## src/design/i2csre_pkg.sv

```systemverilog
`timescale 1ns / 1ps

package i2csre_pkg;

  // event codes from the bus controller
  typedef enum logic [2:0] {
    ACT_ADDR_WRITE = 3'd0,
    ACT_DATA_WRITE = 3'd1,
    ACT_ADDR_READ  = 3'd2,
    ACT_DATA_READ  = 3'd3,
    ACT_NACK       = 3'd4,
    ACT_ENCODER    = 3'd5,
    ACT_HEARTBEAT  = 3'd6
  } action_t;

  // write transaction pointer phase
  typedef enum logic [1:0] {
    PH_IDLE   = 2'd0,
    PH_ARMED  = 2'd1,
    PH_LOADED = 2'd2
  } phase_t;

  // fixed register locations and reset values
  localparam logic [7:0]  IDX_VERSION   = 8'd0;
  localparam logic [7:0]  IDX_HEARTBEAT = 8'd2;
  localparam logic [7:0]  IDX_COUNT_LO  = 8'd4;
  localparam logic [7:0]  IDX_COUNT_HI  = 8'd5;
  localparam logic [7:0]  VERSION_RESET = 8'd15;
  localparam logic [15:0] COUNT_RESET   = 16'd8389;

  // request from the control path to the register file
  typedef struct packed {
    logic       wr_en;
    logic       rd_en;
    logic       enc_en;
    logic       enc_up;
    logic       hb_en;
    logic [7:0] idx;
    logic [7:0] wdata;
  } rf_req_t;

endpackage

```

## src/design/i2csre_regfile.sv

```systemverilog
`timescale 1ns / 1ps

module i2csre_regfile import i2csre_pkg::*; #(
  parameter int REGISTER_BYTES = 14
) (
  input  logic       clk,
  input  logic       rst_n,
  input  rf_req_t    req,
  output logic [7:0] rd_data
);

  localparam int AW = $clog2(REGISTER_BYTES);

  logic [7:0]                mem [REGISTER_BYTES];
  logic [REGISTER_BYTES-1:0] vld_r;
  logic [7:0]                ver_r;
  logic [7:0]                hb_r;
  logic [15:0]               cnt_r;
  logic [7:0]                mem_q_r;
  logic [7:0]                fix_q_r;
  logic                      sel_mem_r;
  logic [AW-1:0]             addr;
  logic                      is_fixed;
  logic [7:0]                fix_val;

  assign addr = req.idx[AW-1:0];

  // bytes with their own registers
  always_comb begin
    is_fixed = 1'b1;
    fix_val  = 8'd0;
    case (req.idx)
      IDX_VERSION:   fix_val = ver_r;
      IDX_HEARTBEAT: fix_val = hb_r;
      IDX_COUNT_LO:  fix_val = cnt_r[7:0];
      IDX_COUNT_HI:  fix_val = cnt_r[15:8];
      default:       is_fixed = 1'b0;
    endcase
  end

  // byte storage and registered read
  always_ff @(posedge clk) begin
    if (req.wr_en) begin
      mem[addr] <= req.wdata;
    end
    if (req.rd_en) begin
      mem_q_r <= mem[addr];
      fix_q_r <= is_fixed ? fix_val : 8'd0;
    end
  end

  // valid bits, fixed bytes, encoder count and heartbeat
  always_ff @(posedge clk) begin
    if (!rst_n) begin
      vld_r     <= '0;
      ver_r     <= VERSION_RESET;
      hb_r      <= 8'd0;
      cnt_r     <= COUNT_RESET;
      sel_mem_r <= 1'b0;
    end else begin
      if (req.wr_en) begin
        vld_r[addr] <= 1'b1;
        case (req.idx)
          IDX_VERSION:   ver_r        <= req.wdata;
          IDX_HEARTBEAT: hb_r         <= req.wdata;
          IDX_COUNT_LO:  cnt_r[7:0]   <= req.wdata;
          IDX_COUNT_HI:  cnt_r[15:8]  <= req.wdata;
          default:       ;
        endcase
      end
      if (req.enc_en) begin
        cnt_r <= req.enc_up ? cnt_r + 16'd1 : cnt_r - 16'd1;
      end
      if (req.hb_en) begin
        hb_r <= hb_r + 8'd1;
      end
      if (req.rd_en) begin
        sel_mem_r <= !is_fixed && vld_r[addr];
      end
    end
  end

  assign rd_data = sel_mem_r ? mem_q_r : fix_q_r;

endmodule

```

## src/design/i2c_slave_register_file_encoder.sv

```systemverilog
`timescale 1ns / 1ps
// channel   ports                                                       direction
// in        in_valid in_stall in_action in_bus_byte in_channel_b_level  master -> block
// out       out_valid out_stall out_read_byte                           block -> master
//
// one request per cycle while the input is not stalled; a read request's byte passes
// through the input register, then the register file read into the result register
// all work happens in a single pass from the input register; stall only when
// a read waits on a full, stalled result register
// rst_n is synchronous; register bytes return to their reset values at once

module i2c_slave_register_file_encoder import i2csre_pkg::*; #(
  parameter int REGISTER_BYTES = 14
) (
  input  logic       clk,
  input  logic       rst_n,
  input  logic       in_valid,
  output logic       in_stall,
  input  logic [2:0] in_action,
  input  logic [7:0] in_bus_byte,
  input  logic       in_channel_b_level,
  output logic       out_valid,
  input  logic       out_stall,
  output logic [7:0] out_read_byte
);

  logic       s1_valid_r;
  action_t    s1_act_r;
  logic [7:0] s1_byte_r;
  logic       s1_chb_r;
  logic       out_valid_r;
  logic       out_valid_nxt;
  logic [7:0] ptr_r;
  logic [7:0] ptr_nxt;
  phase_t     phase_r;
  phase_t     phase_nxt;
  rf_req_t    req;
  logic       is_read;
  logic       s1_go;
  logic       s1_proc;
  logic       in_accept;
  logic       ptr_ok;
  logic [7:0] wptr;
  logic [8:0] wptr_inc;

  // handshake
  assign is_read   = (s1_act_r == ACT_ADDR_READ) || (s1_act_r == ACT_DATA_READ);
  assign s1_go     = !is_read || !out_valid_r || !out_stall;
  assign s1_proc   = s1_valid_r && s1_go;
  assign in_stall  = s1_valid_r && !s1_go;
  assign in_accept = in_valid && !in_stall;

  // input register
  always_ff @(posedge clk) begin
    if (!rst_n) begin
      s1_valid_r <= 1'b0;
    end else if (in_accept || s1_proc) begin
      s1_valid_r <= in_accept;
    end
  end

  always_ff @(posedge clk) begin
    if (in_accept) begin
      s1_act_r  <= action_t'(in_action);
      s1_byte_r <= in_bus_byte;
      s1_chb_r  <= in_channel_b_level;
    end
  end

  // out-of-range pointer wraps to zero before use
  assign ptr_ok   = {1'b0, ptr_r} < 9'(REGISTER_BYTES);
  assign wptr     = ptr_ok ? ptr_r : 8'd0;
  assign wptr_inc = {1'b0, wptr} + 9'd1;

  // pointer phase next state
  always_comb begin
    phase_nxt = phase_r;
    if (s1_proc) begin
      unique case (s1_act_r) inside
        ACT_ADDR_WRITE: phase_nxt = PH_ARMED;
        ACT_DATA_WRITE: begin
          if (phase_r == PH_ARMED) begin
            phase_nxt = PH_LOADED;
          end
        end
        default: ;
      endcase
    end
  end

  // pointer update and register file request
  always_comb begin
    ptr_nxt    = ptr_r;
    req        = '0;
    req.idx    = wptr;
    req.wdata  = s1_byte_r;
    req.enc_up = s1_chb_r;
    if (s1_proc) begin
      unique case (s1_act_r) inside
        ACT_ADDR_WRITE: ptr_nxt = 8'd0;
        ACT_DATA_WRITE: begin
          if (phase_r == PH_ARMED) begin
            ptr_nxt = s1_byte_r;
          end else begin
            req.wr_en = 1'b1;
            ptr_nxt   = (wptr_inc == 9'(REGISTER_BYTES)) ? 8'd0 : wptr_inc[7:0];
          end
        end
        ACT_ADDR_READ, ACT_DATA_READ: begin
          req.rd_en = 1'b1;
          ptr_nxt   = wptr_inc[7:0];
        end
        ACT_ENCODER:   req.enc_en = 1'b1;
        ACT_HEARTBEAT: req.hb_en  = 1'b1;
        default: ;
      endcase
    end
  end

  // result valid
  always_comb begin
    out_valid_nxt = out_valid_r;
    if (s1_proc && is_read) begin
      out_valid_nxt = 1'b1;
    end else if (!out_stall) begin
      out_valid_nxt = 1'b0;
    end
  end

  always_ff @(posedge clk) begin
    if (!rst_n) begin
      ptr_r       <= 8'd0;
      phase_r     <= PH_IDLE;
      out_valid_r <= 1'b0;
    end else begin
      ptr_r       <= ptr_nxt;
      phase_r     <= phase_nxt;
      out_valid_r <= out_valid_nxt;
    end
  end

  i2csre_regfile #(
    .REGISTER_BYTES(REGISTER_BYTES)
  ) u_regfile (
    .clk     (clk),
    .rst_n   (rst_n),
    .req     (req),
    .rd_data (out_read_byte)
  );

  assign out_valid = out_valid_r;

  // a stored byte always leaves the pointer in range
  a_wr_ptr_range: assert property (@(posedge clk) disable iff (!rst_n)
    req.wr_en |=> ({1'b0, ptr_r} < 9'(REGISTER_BYTES)))
    else $error("pointer out of range after a data write");

  // a new result only follows a processed read
  a_out_from_read: assert property (@(posedge clk) disable iff (!rst_n)
    (out_valid_r && !$past(out_valid_r && out_stall)) |-> $past(s1_proc && is_read))
    else $error("result without a read request");

  // the pointer phase arms only on an address-with-write request
  a_arm_src: assert property (@(posedge clk) disable iff (!rst_n)
    (phase_r == PH_ARMED && $past(phase_r) != PH_ARMED)
      |-> $past(s1_proc && s1_act_r == ACT_ADDR_WRITE))
    else $error("phase armed without an address write");

  // only a read blocks the input
  a_stall_read: assert property (@(posedge clk) disable iff (!rst_n)
    in_stall |-> (s1_valid_r && is_read && out_valid_r))
    else $error("stall without a pending read");

endmodule
```

## config.mk

```make
export PLATFORM = sky130hd
export DESIGN_NAME = i2c_slave_register_file_encoder
export DESIGN_NICKNAME = d
export VERILOG_FILES = /design/src/design/i2csre_pkg.sv /design/src/design/i2csre_regfile.sv /design/src/design/i2c_slave_register_file_encoder.sv
export SDC_FILE = /design/constraint.sdc
export NUM_CORES = 1
export LEC_CHECK = 0
export BUFFER_PORTS_ARGS = -buffer_cell sky130_fd_sc_hd__buf_2
export CAP_MARGIN = 10
export CORE_MARGIN = 2
export CORE_UTILIZATION = 55
export DETAILED_ROUTE_END_ITERATION = 6
export PLACE_DENSITY = 0.72
export SKIP_CTS_REPAIR_TIMING = 1
export SYNTH_ARGS = -nofsm -noshare
export SYNTH_HDL_FRONTEND = slang
export SYNTH_SLANG_ARGS = --single-unit
```

## constraint.sdc

```tcl
create_clock -name clk -period 2.91 [get_ports clk]
set_input_delay 0.291 -clock clk [delete_from_list [all_inputs] [get_ports clk]]
set_output_delay 0.291 -clock clk [all_outputs]
set_load 0.01 [all_outputs]
```

; Word-level counts from Yosys, hierarchy flattened
; Memories as Yosys holds them, arrays and structs flattened. A register that Yosys moved wholly into a read port is not among the register bits.
; Index checks and enable logic that the tools add are counted.
[totals]
register_bits = 79
ram_bits = 112
inputBits = 16
output_inout_bits = 10
wordCells = 100
memories = 1
[mem_list]
columns = memory, words, width, read_ports, rd_ports_with_merged_regs, write_ports, line_no
row1 = u_regfile.mem, 14, 8, 1, 1, 1, i2csre_regfile.sv:14  ; logic [7:0] mem [REGISTER_BYTES];
[op_classes]
n_addsub = 4
order_cmp = 3
n_eq_ne = 12
muxes = 32
bitwise_logic = 1
reduce_logical = 33
[ops]
columns = operator, n
row1 = $mux 8, 9
row2 = $mux 16, 3
row3 = $pmux 8 s4, 1
row4 = $pmux 8 s3, 1
row5 = $add 16x1->16 const B, 1
row6 = $eq 8x3->1 const B, 2
row7 = $sub 16x1->16 const B, 1
row8 = $or 14x14->14, 1
row9 = $mux 1, 13
row10 = $reduce_bool 2->1, 6
row11 = $reduce_and 2->1, 5
row12 = $add 8x1->9 const B, 1
row13 = $eq 9x4->1 const B, 1
row14 = $add 8x1->8 const B, 1
row15 = $eq 8x2->1 const B, 1
row16 = $logic_not 8->1, 1
row17 = $lt 8x4->1 const B, 1
row18 = $eq 3x2->1 const B, 2
row19 = $eq 3x3->1 const B, 2
row20 = $logic_and 1x1->1, 6
row21 = $logic_not 1->1, 6
row22 = $lt 4x5->1 const B, 1
row23 = $bmux 1 s4, 1
row24 = $demux 1 s4, 1
row25 = other kinds (13), 17

; Longest topological paths before layout
; Gate-level depths: netlist (run 1).
[depth]
depth_word = 10
ltp_mapped = 12
ltp_nobuf = 10

; By module
; Synthesis (run 1) repeated with hierarchy kept, for this count alone.
[hier_totals]
cells_unflattened = 700
hier_area_um2 = 9150.0
[by_module_without_submodules]
columns = module, n_inst, cells_each, area_each_um2, seq_area_each_um2
row1 = i2csre_regfile, 1, 593, 7990.2, 4784.6
row2 = i2c_slave_register_file_encoder, 1, 107, 1159.9, 600.6

; Worst setup path after synthesis (run 1)
; No wires, ideal clock.
[synth_timing]
path_type = register -> register
start = reg ptr_r[7]
end = mem u_regfile.mem[13][0], enable pin
setup_ps = 336
arrival_ps = 2246
required_time_ps = 2574
path_slack_ps = 328
stages_incl_launch_ff = 9
n_path_buf = 3
period_less_slack_ps = 2582
path_cell_list = dfxtp_1 > nor4_1 > nand3_1 > inv_2 > buf_2 > ha_1 > buf_2 > clkbuf_1 > and3_1
[synth_via]
elab_chain_cells = 2
[synth_rtl]
columns = item, line_no
row1 = start: declaration, i2c_slave_register_file_encoder.sv:33  ; logic [7:0] ptr_r;
row2 = start signal: assignment, i2c_slave_register_file_encoder.sv:136  ; ptr_r <= ptr_nxt;
row3 = $lt 8x4->1, i2c_slave_register_file_encoder.sv:71  ; assign ptr_ok = {1'b0, ptr_r} < 9'(REGISTER_BYTES);
row4 = $mux 8, i2c_slave_register_file_encoder.sv:72  ; assign wptr = ptr_ok ? ptr_r : 8'd0;
row5 = end: declaration, i2csre_regfile.sv:14
; Every way passes these cells.

; Final worst setup path (run 1)
[layout_timing]
start = reg s1_chb_r
end = reg u_regfile.cnt_r[13]
[layout_via]
elab_chain_cells = 2
[layout_rtl]
columns = item, line_no
row1 = start: declaration, i2c_slave_register_file_encoder.sv:30  ; logic s1_chb_r;
row2 = start signal: assignment, i2c_slave_register_file_encoder.sv:66  ; s1_chb_r <= in_channel_b_level;
row3 = $mux 16, i2csre_regfile.sv:72  ; cnt_r <= req.enc_up ? cnt_r + 16'd1 : cnt_r - 16'd1;
row4 = $mux 16, i2csre_regfile.sv:71  ; if (req.enc_en) begin
row5 = end signal: assignment, i2csre_regfile.sv:67  ; IDX_COUNT_HI: cnt_r[15:8] <= req.wdata;
row6 = end signal: assignment, i2csre_regfile.sv:72
row7 = end: declaration, i2csre_regfile.sv:18  ; logic [15:0] cnt_r;
; Every way passes these cells.
; A chain may end at the register's enable or synchronous reset.

==> results.txt, run 1 <==
* Hold/Removal Path Class: input port to register
* Crit Path Category: register to register
* Overflow after GRT: 0
- The initial antenna violation count is 1.
* First element of the critical path: s1_chb_r
- Adding up every negative setup slack in the final design gives 0 ps.
* Number of optimization iterations in the first detailed-route pass: 5
- Final Cell Area: 0.00991 sq mm
- Leading area contributor after synthesis: sky130_fd_sc_hd__edfxtp_1
- Detailed routing inserted a total of 6303 vias.
- The area growth from synthesis to layout is 10.7%.
* Fraction of layout instances using a drive strength above 1: 15.2%
- Ordered cell list for the critical path: inv_1 > ha_1 > a211oi_1 > o21ai_0 > o21ai_0 > a21oi_1 > or3_1 > a31o_2
- Number of enable-type register cells in the synthesized netlist: 140
- In the global route stage, met2 resource usage came out at 42.3%.
* Crit path time final: 2630 ps
- In this run, the combinational gates consume 7.0% of the power.
- The repair_antennas step left the layout with diodes totalling 0.
- Global routing used 34.8% of the available met1 tracks.
- The number of global-route vias before repair was 6103.
- Async S/R FF share, synth: 0%
- The startpoint identified for the worst register-to-register timing path is s1_chb_r.
- Setup violations remaining at the end of the flow were counted as 0.
* Outcome: finished clean
- By area the synthesized netlist is led by sky130_fd_sc_hd__edfxtp_1 (47%), sky130_fd_sc_hd__dfxtp_1 (13%), sky130_fd_sc_hd__nand2_1 (2.9%).
- Slowest library cell on the worst path: sky130_fd_sc_hd__edfxtp_1
- Global routing used 5.63% of the available met3 tracks.
- Critical Path End Type: register
- Counting every sink on the clock net gives 199.
* Power density cells: 577 mW/mm^2
- CP Launch Type: register
- Synth Flop Type: sky130_fd_sc_hd__edfxtp_1
- Final Hold Fails: 0
* TritonCTS clock tree: yes
* Start point of the worst min-delay path: in_bus_byte[7]
* Clock power frac: 38.4%
* Critical path data arrival time: 2970 ps
- Net switching is 23.1% of the power.
- The die is 132 um wide.
- Once placement finished, the instance area stood at 0.00937 sq mm.
- The H-tree generated during clock tree synthesis spans 4 levels.
- Measured slew at the worst slew-check pin: 1050 ps
- Fin nets: 793
* Net switching component of the power: 1320 uW
- Average detailed-routed wire length per instance: 22.8 um
- Summed over all nets, the half-perimeter wirelength after detailed placement is 15300 um.
- In this run the static leakage power is 0.00352 uW.
- Entering global routing, the biggest net connects 44 pins.
- Across the routed clock network, the largest skew measured is 6.26 ps.
- The congestion estimate from routability-driven global placement came to 0.918.
* DIE HEIGHT: 132 um
- In this run the most used layer during global routing was met2.
- Rows: 46
* Synth Register Bits: 199
* Most repeated cell in the gate-level netlist after synthesis: sky130_fd_sc_hd__edfxtp_1
- Synth Warn #: 0
- Setup repair after global routing left no endpoint under its margin.
* Longest Clk Path Bufs: 2
- Internal power: 4400 uW
* # Max-Cap Violations: 0
* Clock-pin slew reported for the worst setup and hold paths after clock tree synthesis: 70 ps
- The die covers 0.0173 sq mm.
- Netlist cell types: 71
- Area of the mapped netlist: 0.00895 sq mm
- Total core area: 0.0159 sq mm
- Of the total power, registers draw 54.6%.
- The detail route stage leaves a number of antenna-violating nets equal to 0.
- Count of buffers inserted at the top-level ports: 25
- CP max stage delay: 410 ps
- Final slew viol count: 0
- In this run the clock root is driven by a sky130_fd_sc_hd__clkbuf_16.
* Number of standard cells after synthesis: 728
- Synthesis produced a netlist with a net count of 764.
- FMAX: 380 MHz
* Most numerous cell types in the synthesized netlist: sky130_fd_sc_hd__edfxtp_1 (140), sky130_fd_sc_hd__nand2_1 (68), sky130_fd_sc_hd__dfxtp_1 (59)
- In the routed layout, each cell is associated on average with a via count of 6.39.
- Maximum fanout along the worst path: 8
- Post-synth top area share: 46.9%
- Final hold analysis gives a worst-case slack of 23.7 ps.
- After layout, the worst path uses 90.5% of the clock period.
- For this run, the total global-route usage over all layers was measured as 26.8%.
- The initial utilization of the core area, before any placement, comes to 56.4%.
- Wires add up to 22500 um.
- The detailed router finished its first iteration with 752 violations.
* First-pass GRT wire length: 34700 um
- Per-instance average area after synthesis: 12.3 sq um
- Clock latency of the later-clocked register in the worst-skew pair: 440 ps
- Peak supply drop: 0.000575 V
- Number of buffers inserted during clock tree synthesis: 17
- Post-synthesis sequential area ratio: 60.1%
- I/O pin count: 26
- For this run, design rule violations remaining after detail routing come to 0.
* Most used cell, CP: sky130_fd_sc_hd__o21ai_0
- Required time of the worst setup path: 3250 ps
- Worst slew margin relative to its limit: 29.8%
[worst max-delay path: cells and delay by family (launching register included)]
family / cells / cell delay [ps]
flops: 1 / 410
compound gates: 5 / 1230
fa+ha+maj: 1 / 300
buf+inv: 1 / 270
simple gates: 1 / 320
[final cells by class]
type                       count  area [sq um]
clock inverter                11           100
fill                        1295          5970
clock buffer                  21           440
multi-input combinational    479          3360
tap                          216           270
sequential                   199          5390
inverter                       9          33.8
timing repair buffer          51           320
[registers in the layout, summed over array words and instances, names as in the netlist]
register             cells
out_valid                1
u_regfile.mem          112
u_regfile.vld_r         14
s1_byte_r                8
s1_chb_r                 1
u_regfile.hb_r           8
u_regfile.fix_q_r        8
phase_r                  2
s1_act_r                 3
s1_valid_r               1
u_regfile.cnt_r         16
u_regfile.mem_q_r        8
ptr_r                    8
u_regfile.ver_r          8
u_regfile.sel_mem_r      1
[final timing paths]
check / to / slack (ps) / depth (start not counted)
setup / recovery: u_regfile.cnt_r[13] / 280 / 8
hold / removal: s1_byte_r[7] / 20 / 1
setup reg to reg: u_regfile.cnt_r[13] / 280 / 8
hold reg to reg: u_regfile.vld_r[9] / 470 / 1
[metrics by stage]
step / std cells / worst slack [ps] / utilization (%) / total power [uW]
2_1_floorplan: 728 / 328 / - / 3430
3_3_place_gp: 954 / 256 / 59.0 / 3570
3_5_place_dp: 954 / 288 / 59.0 / 3580
4_1_cts: 986 / 277 / 62.4 / 5730
5_1_grt: 986 / 58.5 / 62.4 / 5890
6_report: 986 / 278 / 62.4 / 5720
[cell usage in the layout (no fill, tap or decap), drive strengths merged, types with 18 or more instances in the layout]
cell	n
nand3	19
a22oi	20
o21ai	32
dfxtp	59
nor2	21
a211oi	18
ha	19
nand2	69
buf	51
a21oi	34
edfxtp	140
mux2	18
clkbuf	21
mux2i	21
nor2b	23
[power groups by stage]
stage	Clock, uW	Combinational [uW]	Sequential (uW)
floorplan	0	282	3150
global placement	0	383	3190
detailed placement	0	391	3190
CTS	2210	392	3130
global route	2330	434	3130
finish	2200	398	3130
[kinds of logic (layout without fill, tap and decap cells)]
| logic type | Yosys count | count (layout) | share of synthesized area (%) |
|---|---|---|---|
| flip-flops | 199 | 199 | 60.1 |
| buffers and inverters | 50 | 92 | 2.45 |
| XOR/XNOR | 15 | 15 | 1.47 |
| adder cells (fa/ha/maj) | 20 | 20 | 2.88 |
| multiplexers | 41 | 41 | 5.16 |
| AND/OR/NAND/NOR | 184 | 184 | 10.9 |
| AO/OA/AOI/OAI | 219 | 219 | 17.0 |
[layer usage]
layer  vias up  part of all wire, %
met2       269                   47
met4         2                  5.0
met3        75                  6.7
met1      3100                   41
met5         -                0.053
li1       2857                    -
Power figures use the tool's default switching activity.
==> run 2: changes to the inputs <==
--- a/config.mk
+++ b/config.mk
@@ -7,7 +7,6 @@
 export LEC_CHECK = 0
 export BUFFER_PORTS_ARGS = -buffer_cell sky130_fd_sc_hd__buf_2
 export CAP_MARGIN = 10
-export CORE_MARGIN = 2
 export CORE_UTILIZATION = 55
 export DETAILED_ROUTE_END_ITERATION = 6
 export PLACE_DENSITY = 0.72
==> results.txt, run 2 (synthesis results as in run 1) <==
- More flip-flops sit in one register than any other, and that register is u_regfile.mem.
- Count of endpoints failing setup in the final report: 0
* Initial antenna violation count: 0
* Rows: 46
- On the final layout, the worst hold slack is 26.2 ps.
* Internal power: 4420 uW
- Peak supply drop: 0.000431 V
- Outcome: finished clean
- Critical Path End Type: register
* Estimated wirelength of the detail-placed design: 14700 um
* TritonCTS clock tree: yes
- Measured along the x axis, the die boundary spans 130 um.
- Setup slack on the critical path of the routed design comes to 316 ps.
- The floorplan step defined a die boundary enclosing 0.0168 sq mm.
- Detailed routing inserted a total of 6251 vias.
- TritonCTS created 17 clock buffers.
* Largest net degree at the start of global routing: 31
- Skew final: 8.51 ps
- # Max-Cap Violations: 0
- Standard cell area after detailed placement: 0.00936 sq mm
- Most used cells in the layout excluding fill and tap cells: sky130_fd_sc_hd__edfxtp_1 (140), sky130_fd_sc_hd__nand2_1 (68), sky130_fd_sc_hd__dfxtp_1 (59)
* Via count of the first global-routing pass: 5952
- STA classifies the critical path startpoint as a register.
- Summed over all layers, the global routing overflow is 0.
- Adding up every negative setup slack in the final design gives 0 ps.
* DIE HEIGHT: 130 um
- Clock-pin slew reported for the worst setup and hold paths after clock tree synthesis: 70 ps
- Critical path data arrival time: 2930 ps
- Number of H-tree branching levels: 4
- The detail route stage leaves a number of antenna-violating nets equal to 0.
* Fraction of layout instances using a drive strength above 1: 15.3%
- Routability-driven placement finished with a final weighted congestion of 0.977.
- The max-slew violation total from the final report came to 0.
- Number of optimization iterations in the first detailed-route pass: 6
* Crit path time final: 2590 ps
- The largest registers in the layout are u_regfile.mem: 112 flops, u_regfile.cnt_r: 16 flops, u_regfile.vld_r: 14 flops.
* Total Wirelength: 21700 um
- Fillers: 1260
- Static Leak: 0.00352 uW
* Count of antenna diodes in the layout: 0
* Detailed-route vias per instance: 6.34
- The worst setup path is of the register to register kind.
- Grouping stages by cell kind, the critical path spends the most delay in compound AO/OA/AOI/OAI gates.
- Together, buffers and inverters on the worst path number 2.
* Most frequent standard cell in the layout excluding fill and tap cells: sky130_fd_sc_hd__edfxtp_1
- Unrepaired setup endpoints after global routing: false
* First-pass GRT wire length: 33100 um
- Max reg flops: 112
* Final design utilization: 62.5%
- Measured slew at the worst slew-check pin: 1170 ps
- Required time of the worst setup path: 3240 ps
- After detailed routing, the average wire length per cell comes to 22.0 um.
* Number of design rule violations left after detail routing: 0
* Area added between synthesis and finish: 10.9%
- Proportion of power drawn by combinational gates: 6.7%
- Maximum fanout along the worst path: 8
- For this design the top-level I/O count stands at 26.
- The slowest stage of the critical path is the sky130_fd_sc_hd__fa_1 cell.
- Of the available clock period, the critical path in the final layout requires 89.1%.
* Final Hold Fails: 0
- After floorplanning, the core was sized to cover 0.0159 sq mm.
* Starting DRC count in detailed routing: 650
* FMAX: 386 MHz
- Clock tree synthesis found a total of 199 sinks.
- In this run, flip-flops and latches consume 54.0% of the power.
- Count of buffers inserted at the top-level ports: 25
- Ordered cell list for the critical path: inv_1 > buf_4 > fa_1 > a211oi_1 > o21bai_1 > a21o_1 > a311oi_1 > xnor2_1 > o211a_1
- Pre-CTS setup slack: 351 ps
- In this run the clock root is driven by a sky130_fd_sc_hd__clkbuf_16.
- In this design, the stage delay of the slowest critical-path cell is 480 ps.
* Switching part of the total power: 23.7%
- The later pin in the worst-skew pair is clocked with a latency of 430 ps.
* Power density cells: 583 mW/mm^2
- Headroom to the max-slew limit came out at 21.6%.
* GRT Total Usage: 27.1%
- In this run, the clock network consumes 39.3% of the power.
- Summed over all nets, the switching power comes to 1370 uW.
- Starting Density: 56.4%
- For this run, the post-layout net count is 793.
* Hold/Removal Path Class: input port to register
- Final Cell Area: 0.00993 sq mm
- No sink is reached through more buffers than the 2 on the longest clock path.
-- run 2: worst register-to-register path, stage by stage, from the launching register on --
cell,delay [ps]
sky130_fd_sc_hd__edfxtp_1,370
sky130_fd_sc_hd__inv_1,160
sky130_fd_sc_hd__buf_4,220
sky130_fd_sc_hd__fa_1,480
sky130_fd_sc_hd__a211oi_1,300
sky130_fd_sc_hd__o21bai_1,120
sky130_fd_sc_hd__a21o_1,240
sky130_fd_sc_hd__a311oi_1,310
sky130_fd_sc_hd__xnor2_1,100
sky130_fd_sc_hd__o211a_1,200
-- run 2: power by group through the flow --
stage	clock network (uW)	logic (uW)	registers [uW]
floorplan	0	282	3150
global placement	0	371	3190
detailed placement	0	380	3190
CTS	2290	384	3130
global route	2390	421	3130
finish	2280	386	3130
-- run 2: path summary, 6_finish.rpt --
kind	from	end	slack [ps]	cells past startpoint
worst max register to register	s1_chb_r	u_regfile.cnt_r[12]	320	9
worst max-delay path	s1_chb_r	u_regfile.cnt_r[12]	320	9
worst min register to register	u_regfile.vld_r[2]	u_regfile.vld_r[2]	460	1
worst min-delay path	in_channel_b_level	s1_chb_r	30	1
-- run 2: routing by layer --
layer | share of wire, % | routed length [um] | up-vias | global-route usage (%)
met4 | 3.5 | 754 | 0 | 12.8
met2 | 49 | 10700 | 283 | 45.4
met3 | 5.7 | 1230 | 56 | 4.17
met1 | 42 | 9060 | 3056 | 34.5
li1 | - | - | 2856 | -
met5 | 0 | 0 | - | 0
-- run 2: area by class of cell --
cell class,instances,area (sq um),share of cell area (%)
Multi-Input combinational cell,479,3350,33.7
Clock buffer,18,429,4.32
Timing Repair Buffer,51,320,3.22
Sequential cell,199,5390,54.2
Clock inverter,14,144,1.45
Inverter,9,33.8,0.340
Tap cell,216,270,2.72
-- run 2: per-stage QoR --
stage               total power, uW  cells
global placement               3560    954
CTS                            5800    986
floorplan                      3430    728
finish                         5790    986
global route                   5940    986
detailed placement             3570    954
==> run 3: changes to the inputs <==
--- a/config.mk
+++ b/config.mk
@@ -9,6 +9,7 @@
 export CAP_MARGIN = 10
 export CORE_UTILIZATION = 55
 export DETAILED_ROUTE_END_ITERATION = 6
+export MAX_ROUTING_LAYER = met4
 export PLACE_DENSITY = 0.72
 export SKIP_CTS_REPAIR_TIMING = 1
 export SYNTH_ARGS = -nofsm -noshare
==> results.txt, run 3 (synthesis results as in run 1) <==
- Outcome: finished clean
- The total count of hold-check failures in the final report was 0.
* Clock latency of the later-clocked register in the worst-skew pair: 440 ps
- Overflow after GRT: 0
- Wires add up to 22100 um.
- GRT Total Usage: 28.8%
- The startpoint identified for the worst register-to-register timing path is s1_chb_r.
- The longest clock path from root to sink contains 2 buffers.
* Total core area: 0.0159 sq mm
- Hold/Removal Path Class: input port to register
* Unrepaired setup endpoints after global routing: false
- Largest net degree at the start of global routing: 32
- In this run the number of H-tree levels came out at 4.
* Most frequent standard cell in the layout excluding fill and tap cells: sky130_fd_sc_hd__edfxtp_1
* Most used cells in the layout excluding fill and tap cells: sky130_fd_sc_hd__edfxtp_1 (140), sky130_fd_sc_hd__nand2_1 (68), sky130_fd_sc_hd__dfxtp_1 (59)
* Final setup margin: 343 ps
- TritonCTS clock tree: yes
- At the pin with the least slew margin, the transition time is 1150 ps.
- For the worst setup path, the data arrival time is 2900 ps.
- Crit Path Category: register to register
- Fin nets: 793
- Count of antenna diodes in the layout: 0
- Between clock sinks in the finished design, the worst skew comes to 9.06 ps.
* Average detailed-routed wire length per instance: 22.5 um
- Dividing the detail-routed via count by the number of cells gives 6.24.
* CP max stage delay: 400 ps
* Required time of the worst setup path: 3240 ps
- Dividing total power by cell area gives a power density of 573 mW/mm^2.
- The clock period could shrink to 2570 ps.
- Of all nets on the critical path, the largest fanout is 9.
- First element of the critical path: s1_chb_r
* FMAX: 390 MHz
* Starting Density: 56.4%
- Number of optimization iterations in the first detailed-route pass: 6
- Pin placement for this block handled 26 I/O pins.
* Total negative setup slack: 0 ps
- Area added between synthesis and finish: 10.4%
- Fraction of layout instances using a drive strength above 1: 15.0%
* Setup slack, reg-to-reg: 340 ps
- Rows: 46
- IR analysis of the VDD net gives a maximum drop of 0.000466 V.
- Floorplan die area: 0.0168 sq mm
- Walking the worst path, the cells encountered are inv_1 > buf_4 > ha_1 > o211ai_1 > o21ai_0 > o21ai_0 > a21oi_1 > or3_1 > a31o_2.
* Initial antenna violation count: 0
- The routed design uses 11100 um of met2 wire.
- Count of endpoints failing setup in the final report: 0
- Metal3 WL: 1340 um
- In this run the static leakage power is 0.00350 uW.
- In this run the most critical hold path is launched from in_bus_byte[7].
- Slowest library cell on the worst path: sky130_fd_sc_hd__edfxtp_1
- The tool flagged a number of max-cap violations equal to 0.
- From left edge to right edge, the die measures 130 um.
- After clock tree synthesis, the clock-pin slew on the worst setup and hold paths is 70 ps.
* Sink Count: 199
- In the routed design, unresolved DRC markers number 0.
* Final slew viol count: 0
* Register bank with the most flops: u_regfile.mem
- The highest metal layer carrying signal wires in the routed design is met4.
- Period Utilization, post-route: 88.2%
* Max reg flops: 112
- Wire length on met1: 9010 um
- Via total after detailed routing: 6148
- STA classifies the critical path endpoint as a register.
* Worst slew margin relative to its limit: 23.2%
- Pre-CTS setup slack: 365 ps
* Root buffer cell: sky130_fd_sc_hd__clkbuf_16
- Final estimated routing congestion in global placement: 0.926
- The number of global-route vias before repair came to 5961.
- DRT antenna net count: 0
* Most used cell, CP: sky130_fd_sc_hd__o21ai_0
* Number of buffers inserted during clock tree synthesis: 17
- DIE HEIGHT: 130 um
- Once detailed placement completed, the half-perimeter wirelength came to 15000 um.
- The detailed router finished its first iteration with 578 violations.
* CP Launch Type: register
- The count of buffers added on input and output ports is 25.
* First-pass GRT wire length: 33700 um
* Largest regs: u_regfile.mem: 112 flops, u_regfile.cnt_r: 16 flops, u_regfile.vld_r: 14 flops
run 3: metrics by stage:
stage	hold slack, ps	cell area (sq um)	util (%)	power (uW)	std cells
after floorplan	390	8950	-	3430	728
after global placement	444	9360	58.9	3560	954
after detailed placement	450	9360	58.9	3570	954
after CTS	12.4	9890	62.2	5690	985
after global routing	10.4	9890	62.2	5830	985
final	26.5	9890	62.2	5670	985
run 3: power breakdown:
group          internal [uW]  switching [uW]
Sequential              3060            69.0
Combinational            155             231
Clock                   1100            1050
Total                   4320            1350
run 3: layer usage:
| metal | track usage [%] | vias up |
|---|---|---|
| li1 | - | 2855 |
| met1 | 34.8 | 3020 |
| met2 | 47.2 | 225 |
| met3 | 6.19 | 48 |
| met4 | 11.1 | 0 |
| met5 | - | - |
run 3: path summary, 6_finish.rpt:
kind,end,cells after the start
worst max-delay path,u_regfile.cnt_r[13],9
worst min-delay path,s1_byte_r[7],1
worst max register to register,u_regfile.cnt_r[13],9
worst min register to register,u_regfile.vld_r[9],1
run 3: cell type report:
class,instances,area [sq um]
Multi-Input combinational cell,479,3350
Inverter,9,33.8
Clock inverter,12,95.1
Fill cell,1260,6000
Tap cell,216,270
Timing Repair Buffer,51,320
Sequential cell,199,5390
Clock buffer,19,433
run 3: critical path: cells and delay by family (launching register included):
kind	cells	cell delay, ps
AOI/OAI and AO/OA	5	960
and+or+nand+nor	1	320
adders and majority gates	1	290
buffers and inverters	2	490
DFF	1	400
